### config.mk
export PLATFORM = sky130hd
export DESIGN_NAME = sliding_trimmed_mean_ph
export DESIGN_NICKNAME = d
export VERILOG_FILES = /design/src/rtl/stm_pkg.sv /design/src/rtl/stm_ctrl.sv /design/src/rtl/stm_dp.sv /design/src/rtl/sliding_trimmed_mean_ph.sv
export SDC_FILE = /design/constraint.sdc
export NUM_CORES = 1
export LEC_CHECK = 0
export ABC_AREA = 1
export BUFFER_PORTS_ARGS = -buffer_cell sky130_fd_sc_hd__clkbuf_2
export CORE_MARGIN = 2
export CORE_UTILIZATION = 45
export CTS_CLUSTER_SIZE = 25
export DETAILED_ROUTE_END_ITERATION = 6
export GPL_TIMING_DRIVEN = 0
export SYNTH_ARGS = -nofsm -noshare
export SYNTH_HDL_FRONTEND = slang
export SYNTH_SLANG_ARGS = --single-unit
### constraint.sdc
create_clock -name clk -period 12.8 [get_ports clk]
set_input_delay 1.92 -clock clk [delete_from_list [all_inputs] [get_ports clk]]
set_output_delay 1.92 -clock clk [all_outputs]
set_load 0.01 [all_outputs]
### src/rtl/stm_pkg.sv
package stm_pkg;

	// Quotient width of the pH scaling: the quotient stays below 4480.
	localparam int unsigned QUO_W     = 13;
	localparam int unsigned SCALE_NUM = 4480;

	localparam int unsigned SUM_OUT_W = 16;
	localparam int unsigned PH_W      = 14;
	localparam int unsigned OFFSET_W  = 11;

	// Commands from controller to datapath
	typedef struct packed {
		logic wr;    // store the accepted sample, rewind the scan
		logic rd;    // read one window entry
		logic trim;  // sum minus min minus max
		logic mult;  // scale the trimmed sum
		logic div;   // reciprocal multiply for the window divide
		logic load;  // move the result into the output register
	} stm_cmd_t;

	// Status from datapath to controller
	typedef struct packed {
		logic scan_last;
		logic out_full;
	} stm_stat_t;

	// Result beat, first field in the highest bits
	typedef struct packed {
		logic signed [PH_W-1:0]  ph_value;
		logic [SUM_OUT_W-1:0]    trimmed_sum;
	} stm_res_t;

endpackage

### src/rtl/stm_ctrl.sv
module stm_ctrl
	import stm_pkg::*;
(
	input  logic      clk,
	input  logic      arst_n,
	input  logic      in_valid,
	output logic      in_ready,
	input  stm_stat_t stat,
	output stm_cmd_t  cmd
);

	typedef enum logic [2:0] {
		IDLE,
		SCAN,
		DRAIN,
		TRIM,
		MULT,
		DIV,
		LOAD
	} state_t;

	state_t state_q;

	// Command decode
	always_comb begin
		cmd      = '0;
		cmd.wr   = (state_q == IDLE) && in_valid;
		cmd.rd   = (state_q == SCAN);
		cmd.trim = (state_q == TRIM);
		cmd.mult = (state_q == MULT);
		cmd.div  = (state_q == DIV);
		cmd.load = (state_q == LOAD) && !stat.out_full;
	end

	assign in_ready = (state_q == IDLE);

	// Sequencer
	always_ff @(posedge clk or negedge arst_n) begin
		if (!arst_n) begin
			state_q <= IDLE;
		end else begin
			unique case (state_q)
				IDLE: begin
					if (in_valid) state_q <= SCAN;
				end
				SCAN: begin
					if (stat.scan_last) state_q <= DRAIN;
				end
				DRAIN: state_q <= TRIM;
				TRIM:  state_q <= MULT;
				MULT:  state_q <= DIV;
				DIV:   state_q <= LOAD;
				LOAD: begin
					if (!stat.out_full) state_q <= IDLE;
				end
				default: state_q <= IDLE;
			endcase
		end
	end

endmodule

### src/rtl/stm_dp.sv
module stm_dp
	import stm_pkg::*;
#(
	parameter int unsigned WINDOW_LEN  = 40,
	parameter int unsigned SAMPLE_BITS = 10
) (
	input  logic                       clk,
	input  logic                       arst_n,
	input  stm_cmd_t                   cmd,
	output stm_stat_t                  stat,
	input  logic [SAMPLE_BITS-1:0]     sample,
	input  logic signed [OFFSET_W-1:0] ph_offset,
	output logic                       out_valid,
	input  logic                       out_ready,
	output stm_res_t                   out_data
);

	localparam int unsigned IDX_W   = $clog2(WINDOW_LEN);
	localparam int unsigned SUM_W   = SAMPLE_BITS + IDX_W;
	localparam int unsigned PROD_W  = SUM_W + QUO_W;
	localparam int unsigned Y_W     = PROD_W - SAMPLE_BITS;
	localparam int unsigned DIVISOR = WINDOW_LEN - 2;

	// Rounded-up reciprocal of the divisor; exact for every Y_W-bit dividend
	localparam int unsigned RSHIFT  = Y_W + $clog2(DIVISOR);
	localparam int unsigned RCP_W   = Y_W + 1;
	localparam int unsigned QP_W    = Y_W + RCP_W;
	localparam logic [RCP_W-1:0] RECIP =
		RCP_W'(((64'd1 << RSHIFT) + 64'(DIVISOR - 1)) / 64'(DIVISOR));

	// Window memory and per-entry valid bits
	logic [SAMPLE_BITS-1:0] mem [WINDOW_LEN];
	logic [WINDOW_LEN-1:0]  vld_q;
	logic [IDX_W-1:0]       wslot_q;
	logic [IDX_W-1:0]       rd_idx_q;

	logic [SAMPLE_BITS-1:0] rd_data_s1;
	logic                   rd_vld_s1;
	logic                   rd_s1;
	logic                   first_s1;

	logic [SUM_W-1:0]       sum_q;
	logic [SAMPLE_BITS-1:0] lo_q;
	logic [SAMPLE_BITS-1:0] hi_q;
	logic [SUM_W-1:0]       trim_q;

	logic [Y_W-1:0]         scl_q;
	logic [QUO_W-1:0]       quo_q;

	logic                   out_valid_q;
	stm_res_t               out_data_q;

	logic [SAMPLE_BITS-1:0] rd_val;
	logic [PROD_W-1:0]      prod;
	logic [QP_W-1:0]        qprod;

	// Memory write on accept, registered read during the scan
	always_ff @(posedge clk) begin
		if (cmd.wr) mem[wslot_q] <= sample;
		if (cmd.rd) begin
			rd_data_s1 <= mem[rd_idx_q];
			rd_vld_s1  <= vld_q[rd_idx_q];
		end
	end

	// Write slot, valid bits, scan index
	always_ff @(posedge clk or negedge arst_n) begin
		if (!arst_n) begin
			vld_q    <= '0;
			wslot_q  <= '0;
			rd_idx_q <= '0;
			rd_s1    <= 1'b0;
			first_s1 <= 1'b0;
		end else begin
			rd_s1    <= cmd.rd;
			first_s1 <= cmd.rd && (rd_idx_q == '0);
			if (cmd.wr) begin
				vld_q[wslot_q] <= 1'b1;
				wslot_q        <= (wslot_q == IDX_W'(WINDOW_LEN - 1)) ? '0 : wslot_q + 1'b1;
				rd_idx_q       <= '0;
			end else if (cmd.rd) begin
				rd_idx_q <= rd_idx_q + 1'b1;
			end
		end
	end

	assign stat.scan_last = (rd_idx_q == IDX_W'(WINDOW_LEN - 1));

	// Entries never written read as zero
	assign rd_val = rd_vld_s1 ? rd_data_s1 : '0;

	// Sum, min and max over the scan
	always_ff @(posedge clk) begin
		if (rd_s1) begin
			if (first_s1) begin
				sum_q <= SUM_W'(rd_val);
				lo_q  <= rd_val;
				hi_q  <= rd_val;
			end else begin
				sum_q <= sum_q + SUM_W'(rd_val);
				if (rd_val < lo_q) lo_q <= rd_val;
				if (rd_val > hi_q) hi_q <= rd_val;
			end
		end
		if (cmd.trim) trim_q <= sum_q - SUM_W'(lo_q) - SUM_W'(hi_q);
	end

	// Scale: floor(trim*4480 / 2^SAMPLE_BITS), then divide by WINDOW_LEN-2
	assign prod  = PROD_W'(trim_q) * PROD_W'(SCALE_NUM);
	assign qprod = QP_W'(scl_q) * QP_W'(RECIP);

	always_ff @(posedge clk) begin
		if (cmd.mult) scl_q <= Y_W'(prod >> SAMPLE_BITS);
		if (cmd.div)  quo_q <= QUO_W'(qprod >> RSHIFT);
	end

	// Output register
	always_ff @(posedge clk or negedge arst_n) begin
		if (!arst_n) begin
			out_valid_q <= 1'b0;
		end else if (cmd.load) begin
			out_valid_q <= 1'b1;
		end else if (out_ready) begin
			out_valid_q <= 1'b0;
		end
	end

	always_ff @(posedge clk) begin
		if (cmd.load) begin
			out_data_q.trimmed_sum <= SUM_OUT_W'(trim_q);
			out_data_q.ph_value    <= PH_W'($signed({1'b0, quo_q})) + PH_W'(ph_offset);
		end
	end

	assign stat.out_full = out_valid_q && !out_ready;
	assign out_valid     = out_valid_q;
	assign out_data      = out_data_q;

endmodule

### src/rtl/sliding_trimmed_mean_ph.sv
// Channel  Dir  Signals                          Beat contents (low bit up)
// s_*      in   s_tvalid s_tready s_tdata        sample
// m_*      out  m_tvalid m_tready m_tdata        trimmed_sum, ph_value
// apb      in   psel penable pwrite paddr pwdata ph_offset at address 0
//
// Each sample passes through the accept state, one memory read per window entry,
// then the drain, trim, scale, reciprocal divide and load states. The next sample is
// taken once the previous result is in the output register. While m_tready holds a
// beat, a finished result waits in the datapath and the input stays closed until
// the output register frees. After reset, entries not yet written read as zero
// through per-entry valid bits.
module sliding_trimmed_mean_ph
	import stm_pkg::*;
#(
	parameter int unsigned WINDOW_LEN  = 40,
	parameter int unsigned SAMPLE_BITS = 10
) (
	input  logic                                 clk,
	input  logic                                 arst_n,
	input  logic                                 s_tvalid,
	output logic                                 s_tready,
	input  logic [((SAMPLE_BITS+7)/8)*8-1:0]     s_tdata,   // sample
	output logic                                 m_tvalid,
	input  logic                                 m_tready,
	output logic [31:0]                          m_tdata,   // trimmed_sum, ph_value
	input  logic                                 psel,
	input  logic                                 penable,
	input  logic                                 pwrite,
	input  logic [2:0]                           paddr,
	input  logic [31:0]                          pwdata,
	output logic [31:0]                          prdata,
	output logic                                 pready
);

	localparam logic REG_PH_OFFSET = 1'b0;

	logic signed [OFFSET_W-1:0] ph_offset_q;
	stm_cmd_t                   cmd;
	stm_stat_t                  stat;
	stm_res_t                   res;

	// Configuration register
	assign pready = 1'b1;

	always_ff @(posedge clk or negedge arst_n) begin
		if (!arst_n) begin
			ph_offset_q <= '0;
		end else if (psel && penable && pwrite && pready && (paddr[2] == REG_PH_OFFSET)) begin
			ph_offset_q <= pwdata[OFFSET_W-1:0];
		end
	end

	assign prdata = (paddr[2] == REG_PH_OFFSET) ? 32'(ph_offset_q) : '0;

	stm_ctrl u_ctrl (
		.clk      (clk),
		.arst_n   (arst_n),
		.in_valid (s_tvalid),
		.in_ready (s_tready),
		.stat     (stat),
		.cmd      (cmd)
	);

	stm_dp #(
		.WINDOW_LEN  (WINDOW_LEN),
		.SAMPLE_BITS (SAMPLE_BITS)
	) u_dp (
		.clk       (clk),
		.arst_n    (arst_n),
		.cmd       (cmd),
		.stat      (stat),
		.sample    (s_tdata[SAMPLE_BITS-1:0]),
		.ph_offset (ph_offset_q),
		.out_valid (m_tvalid),
		.out_ready (m_tready),
		.out_data  (res)
	);

	assign m_tdata = 32'(res);

endmodule

# Word-level counts from Yosys, hierarchy flattened
# Memory sizes are Yosys's and may differ from the RTL's. A register that Yosys moved wholly into a read port is not among the register bits.
# Cells that the tools add are included.
# classes
addsub	6
div	0
n_eq_ne	11
n_reduce_logical	19
magnitude_cmp	5
bitwise_logic	2
shift	0
n_mul	2
mux	22
# ops
cell	n
10-bit 2-to-1 mux	6
40-bit OR	1
19-bit by 18-bit multiplier with 36-bit output, second input constant	1
32-bit 2-to-1 mux	1
16-bit by 10-bit subtractor with 16-bit output	2
16-bit by 6-bit multiplier with 22-bit output, second input constant	1
3-bit case mux with 7 select lines	1
6-bit 2-to-1 mux	3
16-bit by 10-bit adder with 16-bit output	1
14-bit by 11-bit adder with 14-bit output	1
6-bit by 7-bit < comparator with 1-bit output, second input constant	2
6-bit by 1-bit adder with 6-bit output, second input constant	2
6-bit == test, second input constant	2
10-bit greater-than comparator	1
10-bit < comparator	1
3-bit == test, second input constant	3
3-bit 2-to-1 mux	3
1-bit logical AND	8
2-bit nonzero test	4
1-bit binary-select mux with 6-bit select	1
1-bit demux with 6-bit select	1
3-bit by 2-bit == test with 1-bit output, second input constant	2
6-bit by 1-bit >= comparator with 1-bit output, second input constant	1
6-bit zero test	1
other kinds (8)	17
# word_totals
latchBits	0
ramBits	400
output_inout_bits	67
input_bits	58
mem_bits_ro	0
reg_bits	184
mem_count	1
wordCells	86
# mem_list
memory	words	word_bits	read_ports	rd_clocked_by_memory_dff	write_ports	line	source
u_dp.mem	40	10	1	1	1	stm_dp.sv:32	logic [SAMPLE_BITS-1:0] mem [WINDOW_LEN];

# Longest topological paths before layout
# Gate-level depths: netlist of run 1.
# depth
depth_word	5
mapped_depth	24
ltp_nobuf	24

# By module
# Synthesis of run 1 repeated with hierarchy kept, for this count alone.
# unflattened
cells_unflattened	3405
area_unflattened_um2	34026.4
# by_module_without_submodules
mod	instances	seq_area_each_um2	cells_per_inst	area_per_inst_um2
stm_dp	1	17141.4	3272	33065.5
sliding_trimmed_mean_ph	1	275.3	101	733.2
stm_ctrl	1	75.1	32	227.7

# Worst setup path before layout of run 1
# Ideal clock, no wire load.
# synth_timing
path_type	register to register
from	register u_dp.scl_q[8]
to	register u_dp.quo_q[5], data pin
period_less_slack_ps	5013
t_arrival_ps	4760
path_slack_ps	7787
setup_time_ps	252
stages_incl_launch_ff	22
path_cell_list	edfxtp_1 > fa_1 > inv_1 > fa_1 > inv_1 > fa_1 > fa_1 > fa_1 > inv_1 > fa_1 > inv_1 > ha_1 > nand2_1 > inv_1 > nand2_1 > nand3_1 > nand2_1 > nand2_1 > a21oi_1 > nand2_1 > nand2_1 > nand2_1
# synth_via
elab_chain_cells	1
# synth_lines
item	line	source
from (decl)	stm_dp.sv:47	logic [Y_W-1:0] scl_q;
from (signal assigned)	stm_dp.sv:113	if (cmd.mult) scl_q <= Y_W'(prod >> SAMPLE_BITS);
19-bit by 18-bit multiplier with 36-bit output	stm_dp.sv:110	assign qprod = QP_W'(scl_q) * QP_W'(RECIP);
via u_dp.qprod[30]	stm_dp.sv:55	logic [QP_W-1:0] qprod;
to (signal assigned)	stm_dp.sv:114	if (cmd.div) quo_q <= QUO_W'(qprod >> RSHIFT);
to (decl)	stm_dp.sv:48	logic [QUO_W-1:0] quo_q;
# The timed path passes the listed nets, and every way through them passes these cells.
# A chain may end at the register's enable or synchronous reset.

# Worst setup path after layout of run 1
# layout_timing
from	register u_dp.scl_q[7]
to	register u_dp.quo_q[11], data pin
# Same word-level chain as after synthesis.

==> flow_metrics.tcl, run 1 <==
set metrics [dict create \
    synthTopCellsByArea "edfxtp_1 47%, ha_1 8.9%, fa_1 8.4%" \
    worstPathArrival_ps 5880 \
    cts-buffers-inserted 67 \
    hold_viol 0 \
    grt_pass1_wl_um 135000 \
    ys_seq_area_share_pct 51.6 \
    antenna_cells 0 \
    cts_root_buf "clkbuf_16" \
    period_share_pct 43.2 \
    finClkSkew_ps 31.6 \
    avgViaCountPerCell 5.24 \
    yosys.area.top_type "edfxtp_1" \
    synthTopCellsByCount "548 x nand2_1, 525 x edfxtp_1, 451 x inv_1" \
    min_period_ps 5530 \
    ctsHoldBuffers 0 \
    netlist_instances 3306 \
    ys_warn_count 0 \
    drive_above_1_share_pct 9.00 \
    synth_mux_area_share_pct 0 \
    final_nets 3916 \
    wl_per_cell_um 19.6 \
    synth_xor_area_share_pct 1.32 \
    initial_core_util_pct 45.5 \
    clock-sinks 594 \
    grt_setup_unrepaired "no" \
    startpoint_type "register" \
    core.rowCount 100 \
    multi_input_area_mm2 0.0139 \
    synth_seq_cells 594 \
    grt_pass1_vias 23300 \
    core_area_mm2 0.0744 \
    drt-total-wl_um 88000 \
    synth_compound_area_share_pct 7.68 \
    place_hpwl_um 63900 \
    reg2reg_depth 20 \
    ant_nets 0 \
    ys.flop_type "edfxtp_1" \
    synth_fa_ha_area_share_pct 17.3 \
    path_clk_slew_ps 60 \
    whs_path_depth 2 \
    finalSetupTns_ps 0 \
    avgSynthCellArea_um2 10.3 \
    rrSetupSlack_ps 7270 \
    tritoncts "built" \
    crit_type "reg -> reg" \
    grt_util_all_layers_pct 23.0 \
    drt_pre_antenna_iters 5 \
    cts_buffer_depth 3 \
    outcome "finished, final reports clean" \
    grt_overflow 0 \
    die_w_um 278 \
    yosysTopAreaCellShare_pct 46.5 \
    die-area_mm2 0.0775 \
    post_cts_buffers 0 \
    clk_latency_ps 620 \
    grt_max_degree 58 \
    synth-simple-area-share_pct 14.7 \
    drc_errors 0 \
    crit_required_ps 13150 \
    max_freq_mhz 181 \
    antenna_found_initial 0 \
    maxSlewViolCount 0 \
    yosysMostFrequentCell "nand2_1" \
    gp_congestion 0.896 \
    portBuffers 92 \
    regArea_mm2 0.0175 \
    setup.worst_path.end_class "register" \
    tightest_slew_ps 1360 \
    num_io_pins 125 \
    synthToLayoutAreaGrowth_pct 11.8 \
    drtIter0Drc 2072 \
    syn_area_mm2 0.0339 \
    yosys.cell_types.count 52 \
    fillCellCount 6740 \
    cts_resized 0 \
    synth-edff-count 525 \
    die_h_um 278 \
    ys_async_sr_fraction_pct 11.6 \
    crit_fanout 8 \
    drv_cap 0 \
    relSlewSlack_pct 8.86 \
    report.final.setup_viol 0 \
    synth_top_family_by_area "adder cells" \
    min_path_type "reg -> reg" \
    vias 23600 \
    htreeDepth 3 \
]
[layer usage]
layer	vias to the layer above	wire (um)	GRT usage [%]
met1	11300	37200	30.3
met5	-	0	0
met2	721	41700	38.1
met3	177	5470	3.84
met4	0	3540	9.11
li1	11300	-	-
[area by class of cell]
type	instances	area share, %
multi-input combinational	2129	36.8
clock inverter	39	1.11
inverter	460	4.57
clock buffer	80	4.71
buffer	124	1.96
timing repair buffer	98	1.48
sequential	594	46.2
tap	969	3.20
[metrics by stage]
step	hold slack (ps)	utilization, %	setup slack (ps)	instance area (um2)	std cells
6_report	455	50.9	7270	37900	4493
2_1_floorplan	421	-	7790	33900	3307
5_1_grt	474	50.9	6960	37900	4493
4_1_cts	453	50.9	7250	37900	4492
3_5_place_dp	438	47.9	7270	35700	4373
3_3_place_gp	432	47.8	7340	35600	4368
[state kept, by name, summed over array words and instances (netlist names), 3 cells and up]
| signal | flops |
|---|---|
| u_dp.rd_idx_q | 6 |
| u_dp.scl_q | 19 |
| u_dp.trim_q | 16 |
| u_dp.quo_q | 13 |
| u_dp.sum_q | 16 |
| u_dp.rd_data_s1 | 10 |
| u_dp.mem | 400 |
| u_ctrl.state_q | 3 |
| u_dp.out_data | 30 |
| u_dp.hi_q | 10 |
| u_dp.lo_q | 10 |
| u_dp.wslot_q | 6 |
| u_dp.vld_q | 40 |
| ph_offset_q | 11 |
[cell usage in the layout (no fill, tap or decap), drive strengths merged]
master	instances
a211oi	3
a21boi	1
a21o	8
a21oi	151
a221oi	1
a31oi	4
a41oi	1
and2	2
and3	1
buf	95
bufinv	7
clkbuf	207
clkinv	27
clkinvlp	3
conb	3
dfrtp	69
edfxtp	525
fa	143
ha	241
inv	462
nand2	551
nand2b	1
nand3	156
nand3b	6
nand4	16
nor2	433
nor3	20
nor4	1
o211ai	15
o21a	2
o21ai	257
o21bai	7
o221ai	10
o22ai	20
o31ai	2
or2	22
xnor2	18
xor2	33
[final timing paths]
kind                                      from           endpoint
worst min register to register  u_dp.vld_q[29]     u_dp.vld_q[29]
worst max-delay path             u_dp.scl_q[7]     u_dp.quo_q[11]
max in group asynchronous               arst_n  u_ctrl.state_q[1]
worst max register to register   u_dp.scl_q[7]     u_dp.quo_q[11]
min in group asynchronous               arst_n     u_dp.vld_q[25]
worst min-delay path            u_dp.vld_q[29]     u_dp.vld_q[29]
[logic make-up (layout without fill, tap and decap cells)]
kind of cell	Yosys count	count (layout)
xor gates and xnor gates	51	51
adders and majority gates	384	384
DFF	594	594
buffers and inverters	584	801
AOI/OAI and AO/OA	482	482
and+or+nand+nor	1209	1209
other	2	3
[worst max-delay path, stage by stage (launching register included)]
cell and delay, ps:
edfxtp_1 700, fa_1 540, fa_1 530, inv_1 50
fa_1 470, inv_1 60, fa_1 510, fa_1 550
inv_1 60, fa_1 530, inv_1 40, ha_1 320
nand2_1 90, inv_1 60, a21oi_1 210, and2_1 160
nand2_1 100, nand2_1 110, nand2_1 60, nand2_1 60
nand2_1 70
Power of run 1 is left out: the tool's default activity adds up to more than one toggle a clock period on the data nets, which glitch-free logic cannot reach.
==> run 2, diff against run 1 <==
==> constraint.sdc (replaced) <==
create_clock -name clk -period 4.7 [get_ports clk]
set_input_delay 0.705 -clock clk [delete_from_list [all_inputs] [get_ports clk]]
set_output_delay 0.705 -clock clk [all_outputs]
set_load 0.01 [all_outputs]
==> run 2 against run 1 <==
Compared with the run above:
- the run now ends with setup timing left
- critical path depth grew 1
- worst setup slack lost 7600 ps
- fmax grew 10%
- routed wire length grew 1.3%
- sequential share of layout area shrank 1.2 points
- first-iteration DRC count grew 1.6%
- global-route usage grew 0.19 points
- design area grew 2.7%
- flip-flop and latch count is the same
- via count grew 0.79%
- register-to-register slack lost 7600 ps
==> flow_metrics.tcl, run 2 (synthesis results as in run 1) <==
set metrics [dict create \
    outcome "finished, violations left" \
    violations "setup timing" \
    final_nets 3970 \
    crit_type "reg -> reg" \
    cts-buffers-inserted 69 \
    drc_errors 0 \
    max_freq_mhz 200 \
    crit_fanout 6 \
    num_io_pins 125 \
    initial_core_util_pct 45.5 \
    antenna_found_initial 0 \
    wl_per_cell_um 19.6 \
    cts_buffer_depth 3 \
    core.rowCount 100 \
    avgViaCountPerCell 5.22 \
    drv_cap 0 \
    grt_max_degree 58 \
    crit_required_ps 5040 \
    clk_latency_ps 640 \
    fin_hold_ws_ps 326 \
    maxSlewViolCount 0 \
    grt_overflow 0 \
    drt_pre_antenna_iters 5 \
    tritoncts "built" \
    finalSetupTns_ps -3390 \
    min_path_type "in -> reg" \
    tightest_slew_ps 1300 \
    fillCellCount 6674 \
    vias 23700 \
    relSlewSlack_pct 13.2 \
    worstPathArrival_ps 5340 \
    registers.top_by_ff_count "u_dp.mem" \
    grt_setup_unrepaired "yes" \
    setup.worst_path.end_class "register" \
    gp_congestion 0.939 \
    core_area_mm2 0.0744 \
    most-common-layout-cells "525 x edfxtp_1, 520 x nand2_1, 437 x inv_1" \
    grt_pass1_wl_um 136000 \
    portBuffers 92 \
    placed_area_mm2 0.0359 \
    drt-total-wl_um 89100 \
    synthToLayoutAreaGrowth_pct 14.9 \
    largest_reg_flops 400 \
    antenna_cells 0 \
    report.final.setup_viol 13 \
    place_hpwl_um 64300 \
    drtIter0Drc 2105 \
    min_period_ps 5000 \
    htreeDepth 3 \
    stdcell_area_mm2 0.0389 \
    grt_pass1_vias 23100 \
    finClkSkew_ps 42.7 \
    final_util_pct 52.3 \
    die-area_mm2 0.0775 \
    die_h_um 278 \
    die_w_um 278 \
    cts_root_buf "clkbuf_16" \
    grt_util_all_layers_pct 23.2 \
    fin_ws_ps -303 \
    hold_viol 0 \
    ant_nets 0 \
    path_clk_slew_ps 60 \
    drive_above_1_share_pct 12.9 \
    period_share_pct 106 \
    startpoint_type "register" \
    clock-sinks 594 \
    final_common_cell "edfxtp_1" \
]
==> run 2: final timing paths <==
| check | slack, ps | cells past startpoint | to | startpoint |
|---|---|---|---|---|
| min in group asynchronous | 530 | 2 | u_dp.vld_q[28] | arst_n |
| setup / recovery | -300 | 21 | u_dp.quo_q[5] | u_dp.scl_q[8] |
| hold reg to reg | 450 | 2 | u_dp.vld_q[13] | u_dp.vld_q[13] |
| setup reg to reg | -300 | 21 | u_dp.quo_q[5] | u_dp.scl_q[8] |
| max in group asynchronous | 3520 | 3 | u_ctrl.state_q[1] | arst_n |
| hold / removal | 330 | 2 | u_dp.out_valid | m_tready |
==> run 2: metal layers <==
layer | wire length (um) | track usage, %
met5 | 0 | 0
met4 | 3370 | 8.93
met3 | 4550 | 2.89
met2 | 42400 | 38.3
met1 | 38800 | 31.4
==> run 2: cell type report <==
type                       count  area [um2]  area share (%)
buffer                       124         743            1.91
clock inverter                31         427            1.10
inverter                     460        1740            4.46
timing repair buffer         150        1000            2.57
tap                          969        1210            3.11
sequential                   594       17500            44.9
multi-input combinational   2129       14500            37.2
clock buffer                  95        1840            4.74
==> run 2: what timing repair did <==
item | in CTS | in global routing
pin swaps | 43 | 18
resized for setup | 64 | 30
buffers inserted | 44 | 7
setup endpoints to repair | 13 | 13
endpoints found under the hold margin | 1 | 0
hold buffers | 1 | 0
==> run 2: metrics by stage <==
stage / worst slack, ps / instances
2_1_floorplan: -36.4 / 3307
3_3_place_gp: -526 / 4368
3_5_place_dp: -550 / 4373
4_1_cts: -347 / 4544
5_1_grt: -491 / 4552
6_report: -303 / 4552
==> run 2: critical path, cell delays in order (launching register included) <==
cell      delay, ps
edfxtp_1        530
fa_1            580
inv_1            50
fa_1            480
inv_2            40
fa_2            550
fa_1            410
fa_1            490
inv_1            50
fa_1            490
inv_2            50
ha_4            230
nand2_2          70
inv_2            50
nand2_1          60
nand3_1          70
nand2_1          80
nand2_2          90
a21oi_2         150
nand2_1          70
nand2_1          60
nand2_1          60
Power of run 2 is left out for the same reason.
